## config.mk

```make
export PLATFORM = sky130hd
export DESIGN_NAME = argb_over_alpha_blend
export DESIGN_NICKNAME = d
export VERILOG_FILES = /design/src/abo_pkg.sv /design/src/argb_over_alpha_blend.sv /design/src/abo_front.sv /design/src/abo_div_stage.sv
export SDC_FILE = /design/constraint.sdc
export NUM_CORES = 2
export LEC_CHECK = 0
export ABC_CLOCK_PERIOD_IN_PS = 13900
export BUFFER_PORTS_ARGS = -buffer_cell sky130_fd_sc_hd__buf_2
export CORE_AREA = 2 2 283 397
export DETAILED_ROUTE_END_ITERATION = 6
export DIE_AREA = 0 0 285 399
export PLACE_DENSITY_LB_ADDON = 0.3
export SYNTH_ARGS = -nofsm -noshare
export SYNTH_HDL_FRONTEND = slang
export SYNTH_SLANG_ARGS = --single-unit
```

## constraint.sdc

```tcl
create_clock -name clk -period 13.9 [get_ports clk]
set_input_delay 0 -clock clk [delete_from_list [all_inputs] [get_ports clk]]
set_output_delay 0 -clock clk [all_outputs]
set_load 0.1 [all_outputs]
```

## src/abo_pkg.sv

```systemverilog
`timescale 1ns / 1ps
// ----------------------------------------------------------------------------
// abo_pkg
// Shared types and constants for the ARGB8888 straight-alpha over blender.
// ----------------------------------------------------------------------------
package abo_pkg;

  localparam int ChanNum  = 3;   // red, green, blue
  localparam int NumW     = 17;  // channel numerator width
  localparam int DivSteps = 8;   // one quotient bit per divider stage
  localparam int DivW     = 15;  // output alpha shifted up by seven bits

  localparam logic [7:0] Full = 8'hFF;

  // Item leaving the multiply front end
  typedef struct packed {
    logic                          valid;
    logic                          copy;   // destination alpha zero
    logic                          zero;   // output alpha zero
    logic [31:0]                   pix;    // source pixel for the copy case
    logic [7:0]                    oa;
    logic [ChanNum-1:0][NumW-1:0]  num;
  } front_t;

  // Item travelling through the divider stages
  typedef struct packed {
    logic                          valid;
    logic                          copy;
    logic                          zero;
    logic [31:0]                   pix;
    logic [7:0]                    oa;
    logic [DivW-1:0]               dsh;    // divisor aligned to current bit
    logic [ChanNum-1:0][NumW-1:0]  rem;
    logic [ChanNum-1:0][7:0]       quo;
  } div_t;

endpackage

```

## src/argb_over_alpha_blend.sv

```systemverilog
`timescale 1ns / 1ps
// ----------------------------------------------------------------------------
// argb_over_alpha_blend
// Straight-alpha source-over-destination compositor for ARGB8888 pixels.
// ----------------------------------------------------------------------------
// Pipeline: start passes through three multiply stages, eight one-bit divider
// stages and the output register before done rises.
// Throughput: one item per cycle; every stage is a full register, busy is
// always low and the pipeline never stalls.
// Reset clears all valid bits; items in flight are dropped.
// ----------------------------------------------------------------------------
module argb_over_alpha_blend (
  input  logic        clk,
  input  logic        rst,
  input  logic        start,
  output logic        busy,
  input  logic [31:0] src_pixel,
  input  logic [31:0] dst_pixel,
  output logic        done,
  output logic [31:0] out_pixel
);

  abo_pkg::front_t                   front;
  abo_pkg::div_t [abo_pkg::DivSteps:0] dchain;
  abo_pkg::div_t                     dlast;

  assign busy = 1'b0;

  // multiply front end
  abo_front u_front (
    .clk       (clk),
    .rst       (rst),
    .in_valid  (start),
    .src_pixel (src_pixel),
    .dst_pixel (dst_pixel),
    .front     (front)
  );

  // seed the divider with the alpha aligned to the top quotient bit
  always_comb begin
    dchain[0].valid = front.valid;
    dchain[0].copy  = front.copy;
    dchain[0].zero  = front.zero;
    dchain[0].pix   = front.pix;
    dchain[0].oa    = front.oa;
    dchain[0].dsh   = {front.oa, 7'd0};
    dchain[0].rem   = front.num;
    dchain[0].quo   = '0;
  end

  // divider pipeline
  for (genvar i = 0; i < abo_pkg::DivSteps; i++) begin : g_div
    abo_div_stage u_div (
      .clk  (clk),
      .rst  (rst),
      .din  (dchain[i]),
      .dout (dchain[i+1])
    );
  end

  assign dlast = dchain[abo_pkg::DivSteps];

  // output register: pick copy, zero guard or blended pixel
  always_ff @(posedge clk) begin
    if (rst) begin
      done <= 1'b0;
    end else begin
      done <= dlast.valid;
    end
  end

  always_ff @(posedge clk) begin
    priority if (dlast.copy) begin
      out_pixel <= dlast.pix;
    end else if (dlast.zero) begin
      out_pixel <= 32'd0;
    end else begin
      out_pixel <= {dlast.oa, dlast.quo[2], dlast.quo[1], dlast.quo[0]};
    end
  end

endmodule

```

## src/abo_front.sv

```systemverilog
`timescale 1ns / 1ps
// ----------------------------------------------------------------------------
// abo_front
// Three-stage multiply front end: output alpha and channel numerators.
// ----------------------------------------------------------------------------
module abo_front (
  input  logic                 clk,
  input  logic                 rst,
  input  logic                 in_valid,
  input  logic [31:0]          src_pixel,
  input  logic [31:0]          dst_pixel,
  output abo_pkg::front_t      front
);

  // stage 1 registers
  logic                                   s1_valid;
  logic                                   s1_copy;
  logic [31:0]                            s1_pix;
  logic [7:0]                             s1_va;
  logic [15:0]                            s1_p;
  logic [abo_pkg::ChanNum-1:0][15:0]      s1_csva;
  logic [abo_pkg::ChanNum-1:0][7:0]       s1_cw;

  // stage 2 registers
  logic                                   s2_valid;
  logic                                   s2_copy;
  logic [31:0]                            s2_pix;
  logic [7:0]                             s2_oa;
  logic [abo_pkg::ChanNum-1:0][15:0]      s2_csva;
  logic [abo_pkg::ChanNum-1:0][23:0]      s2_dprod;

  logic [7:0]                             va_in;
  logic [7:0]                             wa_in;
  logic [16:0]                            p_round;
  logic [7:0]                             oa_calc;

  assign va_in   = src_pixel[31:24];
  assign wa_in   = dst_pixel[31:24];
  assign p_round = {1'b0, s1_p} + 17'd255;
  assign oa_calc = s1_va + p_round[15:8];

  // valid bits
  always_ff @(posedge clk) begin
    if (rst) begin
      s1_valid    <= 1'b0;
      s2_valid    <= 1'b0;
      front.valid <= 1'b0;
    end else begin
      s1_valid    <= in_valid;
      s2_valid    <= s1_valid;
      front.valid <= s2_valid;
    end
  end

  // stage 1: destination alpha weight and source products
  always_ff @(posedge clk) begin
    s1_copy <= (wa_in == 8'd0);
    s1_pix  <= src_pixel;
    s1_va   <= va_in;
    s1_p    <= {8'd0, wa_in} * {8'd0, (abo_pkg::Full - va_in)};
    for (int c = 0; c < abo_pkg::ChanNum; c++) begin
      s1_csva[c] <= {8'd0, src_pixel[8*c +: 8]} * {8'd0, va_in};
      s1_cw[c]   <= dst_pixel[8*c +: 8];
    end
  end

  // stage 2: output alpha and destination products
  always_ff @(posedge clk) begin
    s2_copy <= s1_copy;
    s2_pix  <= s1_pix;
    s2_oa   <= oa_calc;
    s2_csva <= s1_csva;
    for (int c = 0; c < abo_pkg::ChanNum; c++) begin
      s2_dprod[c] <= {16'd0, s1_cw[c]} * {8'd0, s1_p};
    end
  end

  // stage 3: round the destination term and add the source term
  always_ff @(posedge clk) begin
    logic [24:0] dround;
    front.copy <= s2_copy;
    front.zero <= (s2_oa == 8'd0);
    front.pix  <= s2_pix;
    front.oa   <= s2_oa;
    for (int c = 0; c < abo_pkg::ChanNum; c++) begin
      dround       = {1'b0, s2_dprod[c]} + 25'd255;
      front.num[c] <= {1'b0, s2_csva[c]} + {1'b0, dround[23:8]};
    end
  end

endmodule

```

## src/abo_div_stage.sv

```systemverilog
`timescale 1ns / 1ps
// ----------------------------------------------------------------------------
// abo_div_stage
// One restoring-division step: resolves one quotient bit on every channel.
// ----------------------------------------------------------------------------
module abo_div_stage (
  input  logic            clk,
  input  logic            rst,
  input  abo_pkg::div_t   din,
  output abo_pkg::div_t   dout
);

  // carry the valid bit
  always_ff @(posedge clk) begin
    if (rst) begin
      dout.valid <= 1'b0;
    end else begin
      dout.valid <= din.valid;
    end
  end

  // compare, subtract and shift in one quotient bit per channel
  always_ff @(posedge clk) begin
    logic [abo_pkg::NumW-1:0] dext;
    dext = {{(abo_pkg::NumW-abo_pkg::DivW){1'b0}}, din.dsh};
    dout.copy <= din.copy;
    dout.zero <= din.zero;
    dout.pix  <= din.pix;
    dout.oa   <= din.oa;
    dout.dsh  <= din.dsh >> 1;
    for (int c = 0; c < abo_pkg::ChanNum; c++) begin
      if (din.rem[c] >= dext) begin
        dout.rem[c] <= din.rem[c] - dext;
        dout.quo[c] <= {din.quo[c][6:0], 1'b1};
      end else begin
        dout.rem[c] <= din.rem[c];
        dout.quo[c] <= {din.quo[c][6:0], 1'b0};
      end
    end
  end

endmodule

```

==> impl_metrics.env <==
export IMPL_critPathLaunchType="flip-flop"
export IMPL_wl_mm=129
export IMPL_die_area_um2=114000
export IMPL_start_util=0.547
export IMPL_pin_count=101
export IMPL_numClockSinks=1220
export IMPL_ant_nets=0
export IMPL_cts_tree="yes"
export IMPL_critPathMostFrequentCell="fa_1"
export IMPL_tightest_slew_ns=1.24
export IMPL_cp_required_ns=14.56
export IMPL_reg2reg_depth=17
export IMPL_ys_ff_latch=1220
export IMPL_clock_skew_ns=0.0935
export IMPL_hold_end="u_front.s1_pix[23]"
export IMPL_arrival_ns=6.15
export IMPL_grt_pass1_wl_mm=208
export IMPL_yosysWarnings=0
export IMPL_drive_above_1_share=0.0588
export IMPL_cts_max_level=3
export IMPL_hold_buffers=88
export IMPL_slowest_delay_ns=0.92
export IMPL_setup_tns_ns=0
export IMPL_drc=0
export IMPL_critPathLaunch="u_front.s1_p[3]"
export IMPL_die_w_um=285
export IMPL_syn_area_per_cell_um2=10.2
export IMPL_clkTransAtPathRegs_ns=0.07
export IMPL_critPathTopFamily="adder cells"
export IMPL_clkLatencyLatePin_ns=0.77
export IMPL_grt_start_max_net_pins=35
export IMPL_synth_area_um2=60100
export IMPL_yosysMostFrequentCell="dfxtp_1"
export IMPL_synthesis_nets=6879
export IMPL_grt_pass1_vias=41349
export IMPL_drt_first_pass_iters=6
export IMPL_max_freq_mhz=182
export IMPL_cts_root_buf="clkbuf_16"
export IMPL_overflow=0
export IMPL_die_y_um=399
export IMPL_synth_area_leader_cell="dfxtp_1"
export IMPL_place_ws_ns=8.41
export IMPL_post_cts_setup_buffer_count=0
export IMPL_grt_usage=0.231
export IMPL_synthCells=5868
export IMPL_gp_congestion=0.950
export IMPL_port_buffers=99
export IMPL_crit_path_end_kind="flip-flop"
export IMPL_synth_yosys_seq_area_share=0.407
export IMPL_cts_resized=0
export IMPL_async_reset_ff_frac=0
export IMPL_post_drt_wl_per_cell_um=16.9
export IMPL_synth_ff_type="dfxtp_1"
export IMPL_critPathSlowestCell="dfxtp_1"
export IMPL_rsz0062_at_grt="no"
export IMPL_area_growth_pct=11.2
export IMPL_crit_type="flip-flop to flip-flop"
export IMPL_fin_crit_sh=0.395
export IMPL_ys_types=87
export IMPL_hp_start="src_pixel[23]"
export IMPL_finalNonFillerCells=7614
export IMPL_setup_violations=0
export IMPL_yosys_top_cells_area="dfxtp_1, fa_1, ha_1, and2_1, inv_1"
export IMPL_finalMaxSlewViolations=0
export IMPL_core_area_um2=110000
export IMPL_via_per_inst=5.18
export IMPL_min_period_ns=5.49
export IMPL_placedCellCount=7321
export IMPL_fin_nets=7068
export IMPL_rows=144
export IMPL_cts_buffers=106
export IMPL_drv_cap=0
export IMPL_ys_top_cells_by_count="dfxtp_1, inv_1, ha_1"
export IMPL_cts_buffer_depth=3
export IMPL_yosysTopAreaCellShare=0.407
export IMPL_reg2reg_from="u_front.s1_p[3]"
export IMPL_worst_slack_ns=8.41
export IMPL_path_cells="nand2_1 > fa_1 > fa_1 > inv_1 > fa_1 > inv_1 > fa_1 > inv_1 > ha_1 > a21oi_1 > o21ai_2 > a211o_1 > a41o_1 > o41a_1 > a311o_1 > a21oi_2 > xnor2_1"
export IMPL_crit_buf_inv=3
export IMPL_hold_depth=2
export IMPL_path_max_fanout=25
export IMPL_max_slew_margin=0.172
export IMPL_drtIter0Drc=1542
export IMPL_vias=39428
export IMPL_finalHoldViolCount=0
export IMPL_min_path_type="primary input to flip-flop"
export IMPL_utilization=0.608
export IMPL_synth_edf_count=0
export IMPL_r2r_end="u_front.s2_dprod[44]"
export IMPL_dp_hpwl_mm=100
export IMPL_reg2reg_setup_slack_ns=8.41
export IMPL_antenna_found_initial=5
export IMPL_status="finished, final reports clean"
## kinds of logic after synthesis
family,synth area share
buf+inv,0.0509
flops,0.407
xor+xnor,0.0541
simple gates,0.144
compound gates,0.0896
mux,0.00583
other cells,0.0000624
fa+ha+maj,0.249
## flip-flops by register name, indices dropped and copies added (netlist names), 24 cells and up
signal,cells
g_div.u_div.dout,809
out_pixel,32
u_front.front,94
u_front.s1_csva,48
u_front.s1_cw,24
u_front.s1_pix,32
u_front.s2_csva,48
u_front.s2_dprod,72
u_front.s2_pix,32
## cell usage in the layout (no fill, tap or decap), types with 58 or more instances in the layout
master	n
buf_2	99
nand2b_1	88
fa_1	421
dfxtp_1	1220
a21o_1	91
clkbuf_16	106
and2_1	420
a21oi_1	244
xor2_1	165
o21ai_0	193
inv_1	678
nor2b_1	115
nor2_1	263
ha_1	523
nor3_1	88
nand3_1	67
nor4_1	58
nand2_1	399
xnor2_1	206
dlygate4sd3_1	88
## layer usage
metal,global-route usage,share of wire,up-vias
met3,0.0275,0.028,318
met1,0.229,0.36,18805
met4,0.142,0.060,0
met5,0,0,-
li1,-,-,19588
met2,0.454,0.55,717
## area by class of cell
type                       instances  area, um^2
multi-input combinational       3839       32600
sequential                      1220       24400
inverter                         680        2550
clock inverter                    58         893
clock buffer                     137        2970
fill                            8989       43100
timing repair buffer             210        1550
tap                             1460        1830
antenna                           10        25.0
## through the flow
stage | area, um^2 | hold WS (ns)
after global routing | 66800 | 0.0463
after floorplan | 60100 | 0.0277
after CTS | 66800 | 0.0173
final | 66800 | 0.0721
after global placement | 62100 | 0.104
after detailed placement | 62100 | 0.106
## worst max-delay path by stage
stage	slack [ns]	endpoint	cells after the start
after floorplan	9.00	u_front.s2_dprod[44]	18
after global placement	8.39	u_front.s2_dprod[44]	17
after detailed placement	8.41	u_front.s2_dprod[44]	17
after CTS	8.42	u_front.s2_dprod[44]	17
after global routing	8.12	u_front.s2_dprod[47]	16
final	8.41	u_front.s2_dprod[44]	17
Power is not shown: default switching activity piles up to over one toggle a cycle in this logic, so the estimate is an artifact.
